$ cat src/design/tnts_pkg.sv
// Package for the text normalize and tokenize stream unit.
// Holds the item descriptor type, character codes and the digit word table.
// Depends on nothing.
package tnts_pkg;

    // Class of a normalized input character.
    typedef enum logic [1:0] {
        CLS_DROP,
        CLS_CHAR,
        CLS_SEP,
        CLS_WORD
    } t_cls;

    // One classified input character. For CLS_WORD the low four bits of
    // data hold the digit value, otherwise data is the lower-cased byte.
    typedef struct packed {
        t_cls       cls;
        logic [7:0] data;
        logic       last;
    } t_desc;

    localparam int   WORD_MAX = 6;
    localparam int   POS_W    = 3;

    localparam logic KIND_CHAR = 1'b0;
    localparam logic KIND_END  = 1'b1;

    localparam logic [7:0] CH_UPPER_A = 8'h41;
    localparam logic [7:0] CH_UPPER_Z = 8'h5A;
    localparam logic [7:0] CASE_DELTA = 8'h20;
    localparam logic [7:0] CH_DIGIT_0 = 8'h30;
    localparam logic [7:0] CH_DIGIT_9 = 8'h39;
    localparam logic [7:0] CH_SPACE   = 8'h20;
    localparam logic [7:0] CH_APOS    = 8'h27;
    localparam logic [7:0] CH_DOT     = 8'h2E;
    localparam logic [7:0] CH_COMMA   = 8'h2C;
    localparam logic [7:0] CH_SEMI    = 8'h3B;
    localparam logic [7:0] CH_COLON   = 8'h3A;
    localparam logic [7:0] CH_EXCL    = 8'h21;
    localparam logic [7:0] CH_QUEST   = 8'h3F;

    localparam int WORD_BITS = 8 * WORD_MAX;

    // French word of a digit, first letter in the top byte.
    function automatic logic [WORD_BITS-1:0] digit_word(input logic [3:0] d);
        logic [WORD_BITS-1:0] w;
        unique case (d)
            4'd0:    w = {"zero",   16'h0};
            4'd1:    w = {"un",     32'h0};
            4'd2:    w = {"deux",   16'h0};
            4'd3:    w = {"trois",   8'h0};
            4'd4:    w = {"quatre"};
            4'd5:    w = {"cinq",   16'h0};
            4'd6:    w = {"six",    24'h0};
            4'd7:    w = {"sept",   16'h0};
            4'd8:    w = {"huit",   16'h0};
            4'd9:    w = {"neuf",   16'h0};
            default: w = '0;
        endcase
        return w;
    endfunction

    function automatic logic [POS_W-1:0] digit_len(input logic [3:0] d);
        logic [POS_W-1:0] n;
        unique case (d)
            4'd0:    n = 3'd4;
            4'd1:    n = 3'd2;
            4'd2:    n = 3'd4;
            4'd3:    n = 3'd5;
            4'd4:    n = 3'd6;
            4'd5:    n = 3'd4;
            4'd6:    n = 3'd3;
            4'd7:    n = 3'd4;
            4'd8:    n = 3'd4;
            4'd9:    n = 3'd4;
            default: n = 3'd0;
        endcase
        return n;
    endfunction

    // Letter at position p of the word for digit d.
    function automatic logic [7:0] digit_letter(input logic [3:0] d,
                                                input logic [POS_W-1:0] p);
        logic [WORD_BITS-1:0] w;
        logic [POS_W-1:0]     back;
        w    = digit_word(d);
        back = POS_W'(WORD_MAX - 1) - p;
        w    = w >> {back, 3'b000};
        return w[7:0];
    endfunction

endpackage

$ cat src/design/tnts_front.sv
// Front end of the text normalize and tokenize stream unit.
// Lower-cases and classifies each input beat. Uses tnts_pkg.
module tnts_front (
    input  logic          i_tvalid,
    output logic          o_tready,
    input  logic [7:0]    i_tdata,
    input  logic          i_tlast,
    input  logic          i_full,
    output logic          o_push,
    output tnts_pkg::t_desc o_desc
);

    logic [7:0]     lc;
    tnts_pkg::t_cls cls;
    logic [7:0]     diff;

    always_comb begin
        if (i_tdata >= tnts_pkg::CH_UPPER_A && i_tdata <= tnts_pkg::CH_UPPER_Z) begin
            lc = i_tdata + tnts_pkg::CASE_DELTA;
        end else begin
            lc = i_tdata;
        end
        diff = lc - tnts_pkg::CH_DIGIT_0;
        if (lc >= tnts_pkg::CH_DIGIT_0 && lc <= tnts_pkg::CH_DIGIT_9) begin
            cls = tnts_pkg::CLS_WORD;
        end else begin
            unique case (lc)
                tnts_pkg::CH_DOT, tnts_pkg::CH_COMMA, tnts_pkg::CH_SEMI,
                tnts_pkg::CH_COLON, tnts_pkg::CH_EXCL, tnts_pkg::CH_QUEST:
                    cls = tnts_pkg::CLS_DROP;
                tnts_pkg::CH_SPACE, tnts_pkg::CH_APOS:
                    cls = tnts_pkg::CLS_SEP;
                default:
                    cls = tnts_pkg::CLS_CHAR;
            endcase
        end
    end

    always_comb begin
        o_desc.cls  = cls;
        o_desc.data = (cls == tnts_pkg::CLS_WORD) ? {4'b0, diff[3:0]} : lc;
        o_desc.last = i_tlast;
    end

    // A dropped mark that does not close a sentence yields nothing.
    assign o_tready = !i_full;
    assign o_push   = i_tvalid && !i_full && !(cls == tnts_pkg::CLS_DROP && !i_tlast);

endmodule

$ cat src/design/tnts_queue.sv
// Two-entry descriptor queue between front and back end.
// Uses tnts_pkg for the descriptor type.
module tnts_queue (
    input  logic            i_clk,
    input  logic            i_rst_n,
    input  logic            i_push,
    input  tnts_pkg::t_desc i_desc,
    output logic            o_full,
    output logic            o_valid,
    output tnts_pkg::t_desc o_head,
    input  logic            i_pop
);

    tnts_pkg::t_desc r_mem [2];
    logic            r_wr_ptr, n_wr_ptr;
    logic            r_rd_ptr, n_rd_ptr;
    logic [1:0]      r_count,  n_count;

    always_comb begin
        n_wr_ptr = i_push ? !r_wr_ptr : r_wr_ptr;
        n_rd_ptr = i_pop  ? !r_rd_ptr : r_rd_ptr;
        n_count  = r_count + 2'(i_push) - 2'(i_pop);
    end

    always_ff @(posedge i_clk) begin
        if (!i_rst_n) begin
            r_wr_ptr <= 1'b0;
            r_rd_ptr <= 1'b0;
            r_count  <= 2'd0;
        end else begin
            r_wr_ptr <= n_wr_ptr;
            r_rd_ptr <= n_rd_ptr;
            r_count  <= n_count;
        end
    end

    always_ff @(posedge i_clk) begin
        if (i_push) begin
            r_mem[r_wr_ptr] <= i_desc;
        end
    end

    assign o_full  = r_count == 2'd2;
    assign o_valid = r_count != 2'd0;
    assign o_head  = r_mem[r_rd_ptr];

endmodule

$ cat src/design/tnts_back.sv
// Back end of the text normalize and tokenize stream unit.
// Expands one descriptor into its result beats. Uses tnts_pkg.
module tnts_back (
    input  logic                i_clk,
    input  logic                i_rst_n,
    input  logic                i_valid,
    input  tnts_pkg::t_desc     i_head,
    output logic                o_pop,
    output logic                o_tvalid,
    input  logic                i_tready,
    output logic [7:0]          o_tdata,
    output logic [1:0]          o_tuser,
    output logic                o_tlast
);

    logic [tnts_pkg::POS_W-1:0] r_pos, n_pos;
    logic                       r_tvalid;
    logic [7:0]                 r_tdata;
    logic [1:0]                 r_tuser;
    logic                       r_tlast;

    logic [tnts_pkg::POS_W-1:0] main_len;
    logic [tnts_pkg::POS_W-1:0] total;
    logic                       advance;
    logic                       fire;
    logic                       final_beat;
    logic                       res_kind;
    logic [7:0]                 res_ch;
    logic                       res_done;

    always_comb begin
        case (i_head.cls)
            tnts_pkg::CLS_DROP: main_len = '0;
            tnts_pkg::CLS_WORD: main_len = tnts_pkg::digit_len(i_head.data[3:0]);
            default:            main_len = tnts_pkg::POS_W'(1);
        endcase
        total      = main_len + tnts_pkg::POS_W'(i_head.last);
        advance    = !r_tvalid || i_tready;
        fire       = advance && i_valid;
        final_beat = r_pos == total - tnts_pkg::POS_W'(1);

        if (r_pos < main_len) begin
            res_done = 1'b0;
            case (i_head.cls)
                tnts_pkg::CLS_SEP: begin
                    res_kind = tnts_pkg::KIND_END;
                    res_ch   = 8'h00;
                end
                tnts_pkg::CLS_WORD: begin
                    res_kind = tnts_pkg::KIND_CHAR;
                    res_ch   = tnts_pkg::digit_letter(i_head.data[3:0], r_pos);
                end
                default: begin
                    res_kind = tnts_pkg::KIND_CHAR;
                    res_ch   = i_head.data;
                end
            endcase
        end else begin
            // Closing marker of the sentence.
            res_kind = tnts_pkg::KIND_END;
            res_ch   = 8'h00;
            res_done = 1'b1;
        end

        if (fire) begin
            n_pos = final_beat ? '0 : r_pos + tnts_pkg::POS_W'(1);
        end else begin
            n_pos = r_pos;
        end
    end

    always_ff @(posedge i_clk) begin
        if (!i_rst_n) begin
            r_pos    <= '0;
            r_tvalid <= 1'b0;
        end else begin
            r_pos <= n_pos;
            if (advance) begin
                r_tvalid <= i_valid;
            end
        end
    end

    always_ff @(posedge i_clk) begin
        if (fire) begin
            r_tdata <= res_ch;
            r_tuser <= {res_done, res_kind};
            r_tlast <= final_beat;
        end
    end

    assign o_pop    = fire && final_beat;
    assign o_tvalid = r_tvalid;
    assign o_tdata  = r_tdata;
    assign o_tuser  = r_tuser;
    assign o_tlast  = r_tlast;

endmodule

$ cat src/design/text_normalize_tokenize_stream_unit.sv
// Text normalize and tokenize stream unit: top level.
// An accepted input beat passes through the queue and then the registered
// output stage. Output: one result beat per cycle while the output is ready
// and a descriptor waits; an input beat causes up to seven result beats, set
// by the result expander; the queue takes new input beats while not full.
// Reset (synchronous, active low) empties the queue and the output register.
// Depends on tnts_pkg, tnts_front, tnts_queue and tnts_back.
module text_normalize_tokenize_stream_unit (
    input  logic       i_clk,
    input  logic       i_rst_n,
    // Input stream: one sentence character per beat.
    input  logic       i_s_tvalid,
    output logic       o_s_tready,
    input  logic [7:0] i_s_tdata,   // [7:0] ch
    input  logic       i_s_tlast,   // sentence_end
    // Output stream: one token character or end-of-token marker per beat.
    output logic       o_m_tvalid,
    input  logic       i_m_tready,
    output logic [7:0] o_m_tdata,   // [7:0] ch_out
    output logic [1:0] o_m_tuser,   // [0] kind, [1] sentence_done
    output logic       o_m_tlast    // run_last
);

    // The front end lower-cases and classifies every beat at the input and
    // pushes a descriptor; dropped punctuation that does not end a sentence
    // never enters the queue, so it causes no result beat.
    logic            push;
    logic            full;
    tnts_pkg::t_desc front_desc;

    tnts_front u_front (
        .i_tvalid (i_s_tvalid),
        .o_tready (o_s_tready),
        .i_tdata  (i_s_tdata),
        .i_tlast  (i_s_tlast),
        .i_full   (full),
        .o_push   (push),
        .o_desc   (front_desc)
    );

    // A two-entry queue lets the input keep flowing while the back end
    // spells out a digit word or waits on the output.
    logic            head_valid;
    tnts_pkg::t_desc head;
    logic            pop;

    tnts_queue u_queue (
        .i_clk   (i_clk),
        .i_rst_n (i_rst_n),
        .i_push  (push),
        .i_desc  (front_desc),
        .o_full  (full),
        .o_valid (head_valid),
        .o_head  (head),
        .i_pop   (pop)
    );

    // The back end walks each descriptor one result beat at a time into a
    // registered output stage; run_last marks the last beat of a descriptor.
    tnts_back u_back (
        .i_clk    (i_clk),
        .i_rst_n  (i_rst_n),
        .i_valid  (head_valid),
        .i_head   (head),
        .o_pop    (pop),
        .o_tvalid (o_m_tvalid),
        .i_tready (i_m_tready),
        .o_tdata  (o_m_tdata),
        .o_tuser  (o_m_tuser),
        .o_tlast  (o_m_tlast)
    );

endmodule
$ cat config.mk
export PLATFORM = sky130hd
export DESIGN_NAME = text_normalize_tokenize_stream_unit
export DESIGN_NICKNAME = d
export VERILOG_FILES = /design/src/design/tnts_pkg.sv /design/src/design/tnts_front.sv /design/src/design/tnts_queue.sv /design/src/design/tnts_back.sv /design/src/design/text_normalize_tokenize_stream_unit.sv
export SDC_FILE = /design/constraint.sdc
export NUM_CORES = 1
export LEC_CHECK = 0
export BUFFER_PORTS_ARGS = -buffer_cell sky130_fd_sc_hd__buf_4
export CAP_MARGIN = 5
export CORE_ASPECT_RATIO = 1.5
export CORE_UTILIZATION = 57
export DETAILED_ROUTE_END_ITERATION = 10
export PLACE_DENSITY = 0.81
export SYNTH_ARGS = -nofsm -noshare
export SYNTH_HDL_FRONTEND = slang
export SYNTH_SLANG_ARGS = --single-unit
$ cat constraint.sdc
create_clock -name i_clk -period 4.7 [get_ports i_clk]
set_input_delay 0.94 -clock i_clk [delete_from_list [all_inputs] [get_ports i_clk]]
set_output_delay 0.94 -clock i_clk [all_outputs]
set_load 0.005 [all_outputs]
## Word-level counts from Yosys, hierarchy flattened

Memories as Yosys holds them, arrays and structs flattened. A register that Yosys moved wholly into a read port is not among the register bits.
Index checks and enable logic that the tools add are counted.
Widths: inputs -> output; s select.

| operators by class | value |
|---|---|
| add/sub/neg operators | 8 |
| multiply operators | 0 |
| divide/modulo/power cells | 0 |
| magnitude comparators | 5 |
| equality and inequality tests | 13 |
| shift-type cells | 1 |
| multiplexer cells | 15 |
| bitwise operators | 0 |
| reduce and logical (&&, ||, !) cells | 19 |

Operators by type and width:

| cell | count |
|---|---|
| $mux 48 | 2 |
| $eq 8x6->1 const B | 8 |
| $shr 48x6->8 | 1 |
| $mux 8 | 2 |
| $pmux 8 s2 | 1 |
| $add 8x6->8 const B | 1 |
| $eq 2x2->1 const B | 4 |
| $ge 8x6->1 const B | 1 |
| $ge 8x7->1 const B | 1 |
| $le 8x6->1 const B | 1 |
| $le 8x7->1 const B | 1 |
| $logic_and 1x1->1 | 7 |
| $logic_not 1->1 | 6 |
| $mux 1 | 6 |
| $pmux 3 s2 | 1 |
| $reduce_or 6->1 | 1 |
| $logic_not 2->1 | 2 |
| $pmux 2 s2 | 1 |
| $sub 4x1->4 const B | 1 |
| $add 3x1->3 | 1 |
| $add 3x1->3 const B | 1 |
| $eq 3x3->1 | 1 |
| $lt 3x3->1 | 1 |
| $mux 3 | 1 |
| other kinds (8) | 8 |

| storage, ports and cells | value |
|---|---|
| register bits | 19 |
| latch bits | 0 |
| RAM bits | 22 |
| memory bits (read-only) | 640 |
| output and inout port bits | 13 |
| word-level logic and storage cells | 73 |
| memories | 3 |

Memories:

| name | words | bits a word | rd ports | clocked after Yosys merged registers in | write ports | line | RTL |
|---|---|---|---|---|---|---|---|
| (name not given) | 16 | 37 | 1 | 0 | 0 | tnts_pkg.sv:47 | `unique case (d)` |
| (name not given) | 16 | 3 | 1 | 0 | 0 | tnts_pkg.sv:65 | `unique case (d)` |
| u_queue.r_mem | 2 | 11 | 1 | 1 | 1 | tnts_queue.sv:14 | `tnts_pkg::t_desc r_mem [2];` |

## Longest topological paths before layout

| depth | value |
|---|---|
| word-level depth | 13 |
| gate-level depth with buffers | 21 |
| mapped depth without buffers | 19 |

## Hierarchy

From an unflattened synthesis, not the netlist that was laid out.

| second synthesis, totals | value |
|---|---|
| cells, all modules | 278 |
| area total of the unflattened synthesis | 2870.3 µm² |

Modules (own cells, without submodules):

| module | times used | cells each | area each (µm²) | sequential area each (µm²) |
|---|---|---|---|---|
| tnts_back | 1 | 181 | 1559.0 | 410.4 |
| tnts_queue | 1 | 55 | 1019.7 | 760.7 |
| tnts_front | 1 | 42 | 291.5 | 0.0 |

## Worst setup path after synthesis

No wires, ideal clock.

| timing | value |
|---|---|
| kind | register to register |
| start point | register (tool-made name) |
| end point | register u_queue.r_count[1] |
| data arrival time | 3.507 ns |
| required time | 4.585 ns |
| slack | 1.078 ns |
| cell stages (with the launch flop) | 21 |
| path buffers | 2 |
| period minus slack after synthesis | 3.622 ns |
| cell sequence | dfxtp_1 > buf_6 > mux2i_2 > inv_1 > ha_1 > nand2_1 > a21oi_2 > a21oi_1 > ha_1 > ha_1 > xor2_1 > nand3b_1 > mux2i_2 > and2_1 > buf_4 > ha_1 > inv_1 > ha_1 > xnor2_1 > xnor2_1 > and2_1 |

RTL lines:

| item | line | RTL |
|---|---|---|
| end signal: assignment | tnts_queue.sv:33 | `r_count <= n_count;` |
| end: declaration | tnts_queue.sv:17 | `logic [1:0] r_count, n_count;` |

==> results.md <==
* Status: completed
* Crit-path max cell delay at around 400 ps
* Worst Slack Setup Final at 837.0 ps
* Antenna violations before repair at 0
* Die ar. at 5539 um^2
* TNS Setup at 0 ps
* Post-synth EDFFs at 33
* Switching Share at about two fifths
* XOR/XNOR Fraction of Synth Area at under 10%
* Fillers at a little under 400
* Die height at 90.66 um
* H-tree depth at 2
* Final #Nets at 365
* Post-layout instance area at 3262 um^2
* Total number of vias at 2511
* Cell mode on critical path: ha_1
* Total congestion overflow at 0
* CTS root buffer: clkbuf_8
* Initial DRT Pass Iterations at 5
* Synth Flop Type: edfxtp_1
* Setup crit end kind: flop
* Simple-gate area share of the yosys netlist at between 10% and 20%
* Commonest non-fill, non-tap cell in the layout: nand2_1
* Max Clock Freq at 0.2589 GHz
* Vias in the first global route at 2392
* Post-synthesis mux area share at 6.619%
* Clk pwr share at 12.8%
* Worst-Margin Slew at around 1100 ps
* Slowest library cell on the worst path: dfxtp_1
* FP Rows at 31
* Dpl ws at 836.1 ps
* Yosys reg bits at 42
* Drt via density at between 6 and 7
* Resize count post-CTS at 0
* Min-delay worst type: flop to flop
* Post-Synth Adder-Cell Area at 8.379%
* Req. time, crit path at 4900 ps
* Synth top area share at roughly a third
* P_int at 1046 uW
* Placer Congestion at 0.9752
* Reg2reg path depth at 18
* Initial core utilization at 60.63%
* RSZ-0062 raised after global routing: no
* Crit-path cells: buf_4 > mux2i_1 > inv_1 > ha_1 > nor2_1 > a21oi_1 > ha_1 > ha_1 > xor2_1 > nand3b_1 > mux2i_2 > and2_1 > ha_1 > inv_1 > ha_1 > xnor2_1 > xnor2_1 > and2_1
* Compound-Gate Fraction of Synth Area at 19.69%
* Tmin final at just under 4000 ps
* Comb pwr share at a little over half
* Core Footprint at 4926 um^2
* PD cells at 548.0 nW/um^2
* Crit path DAT at 4070 ps
* Avg Cell Area, Syn at 9.392 um^2
* Synth Instances at 318
* Largest net degree at the start of global routing at 29
* Fin crit share at 82.19%
* Seq/Total Area, Yosys at 39.21%
* Fin cells at roughly 400
* NetSw at 741.7 uW
* Setup Buffers After CTS at 0
* Largest family of logic cells by synthesized area: compound AO/OA/AOI/OAI gates
* Max Root-Sink Buffers at 2
* Relative slew slack at about 29%
* CP Capture Point: u_queue.r_count[1]
* Routed Antenna Nets at 0
* Die width at 61.10 um
* Num CTS Buffers at 5
* CTS tree: yes
* Maxcap violations at 0
* Most frequent cells in the layout: 37 x nand2_1, 33 x edfxtp_1, 30 x buf_4
* Cell Area, Synth at 2987 um^2
* DP Area at 3172 um^2
* Routed len/inst at about 16 um
* P_leak at between 0.001 and 0.0015 uW
* Post-CTS Hold Fix Bufs at 0
* Mapped Nets at 351
* Routed WL at 6417 um
* WHS Path Cells at 2
* Reg2Reg Setup Slack at between 800 and 900 ps
* DRC at 0
* Clock insertion delay at the later pin of the skew report at approximately 300 ps
* Flop pwr share at 32.6%
* GRT Overall Usage at about a quarter
* Clock sinks at 42
* Fin Clk Skew at ~12 ps
* Final hold vios at 0
* Top cells by area, synth: edfxtp_1 33%, ha_1 8.4%, dfxtp_1 6.0%, nand2_1 4.7%, mux2i_1 3.7%
* Cell taking the most area after synthesis: edfxtp_1
* Worst-path clk slew at 80 ps
* CP Class: flop to flop
* Netlist cell types at 58
* CP Max Fanout at 21
* Final Max Tran Viols at 0
* I/O Pins at 26
* Synth warnings at 0
* Final Setup Violations at 0
* HPWL Detailed at 4882 um
* Cells after DPL at 391
* Startpoint types: flop
* I/O Buffers at 25
* ANT cells at 0
* Worst R2R End: u_queue.r_count[1]
* Final hold slack at 486.5 ps
* FFs w/ async S/R, synth at 0%
* VDD IR-drop max at around 0.23 mV
* First-pass GRT wire length at approximately 11000 um
* Synth-to-Final Area Change at 9.217%
* First DRT Iteration DRCs at 196
* Share of layout cells above drive strength 1 at approximately 16%
## registers in the layout, indices dropped and copies added, names as in the netlist, named ones only
name,count
u_back.o_tuser,2
u_queue.r_mem,22
u_back.o_tdata,8
u_back.r_pos,3
u_queue.r_rd_ptr,1
u_back.o_tlast,1
u_queue.r_count,2
u_back.o_tvalid,1
u_queue.r_wr_ptr,1
## cells by family (layout without fill, tap and decap cells)
kind of cell	after synthesis	after routing
multiplexers	18	18
adder cells (fa/ha/maj)	20	20
AND/OR/NAND/NOR	107	107
XOR/XNOR	9	9
flip-flops	42	42
AO/OA/AOI/OAI	87	87
buffers and inverters	35	50
## routing by layer
metal	vias to the layer above	track usage [%]	wire length (um)	share of wire, %
li1	1196	-	-	-
met1	1158	28.58	2387	37
met2	114	44.38	3326	52
met3	43	3.582	304	4.7
met4	0	15.15	398	6.2
met5	-	0	0	0
## cells in the mapped netlist, types with 3 or more instances
cell,number
nand2_1,37
nand3_1,10
clkbuf_1,7
a211oi_1,3
xnor2_1,6
a31oi_1,7
dfxtp_1,9
ha_1,20
xor2_1,3
o21a_1,3
nor3_1,5
o22ai_1,3
nor4_1,3
buf_2,10
nand2b_1,13
a32oi_1,3
a21oi_1,18
nand3b_1,4
mux2i_1,11
o21ai_0,20
o211ai_1,7
edfxtp_1,33
inv_1,12
nor2_1,17
nor2b_1,4
mux2_2,4
and2_1,7
## worst min path at each step
stage	startpoint	to	slack, ps
after CTS	u_queue.r_wr_ptr	u_queue.r_wr_ptr	490
after global placement	u_queue.r_rd_ptr	u_queue.r_rd_ptr	460
final	u_queue.r_wr_ptr	u_queue.r_wr_ptr	490
after detailed placement	u_queue.r_wr_ptr	u_queue.r_wr_ptr	480
after floorplan	u_queue.r_wr_ptr	u_queue.r_wr_ptr	450
after global routing	u_queue.r_rd_ptr	u_queue.r_rd_ptr	530
## power groups by stage
stage / registers, uW / clock network, uW / logic (uW)
finish: 583 / 229 / 976
global route: 597 / 244 / 1080
CTS: 584 / 231 / 962
detailed placement: 593 / 0 / 956
global placement: 588 / 0 / 943
floorplan: 584 / 0 / 724
## metrics by stage
step / total power [uW] / utilization [%]
2_1_floorplan: 1308 / -
3_3_place_gp: 1531 / 64.39
3_5_place_dp: 1549 / 64.39
4_1_cts: 1777 / 66.22
5_1_grt: 1921 / 66.22
6_report: 1788 / 66.22
## critical path, delay by kind of cell, from the launching register on
family                   cells  cell delay (ps)
buffers and inverters        3              420
multiplexers                 2              580
flip-flops                   1              390
adder cells (fa/ha/maj)      5             1240
AND/OR/NAND/NOR              4              690
AO/OA/AOI/OAI                1               60
XOR/XNOR                     3              400
## cell type report
class / instances / area [um^2] / area share [%]
Sequential cell: 42 / 1171 / 35.90
Inverter: 12 / 45.04 / 1.381
Multi-Input combinational cell: 241 / 1648 / 50.52
Clock buffer: 5 / 68.82 / 2.110
Tap cell: 66 / 82.58 / 2.532
Timing Repair Buffer: 30 / 225.2 / 6.904
Clock inverter: 3 / 21.27 / 0.6521
Power figures use the tool's default switching activity.
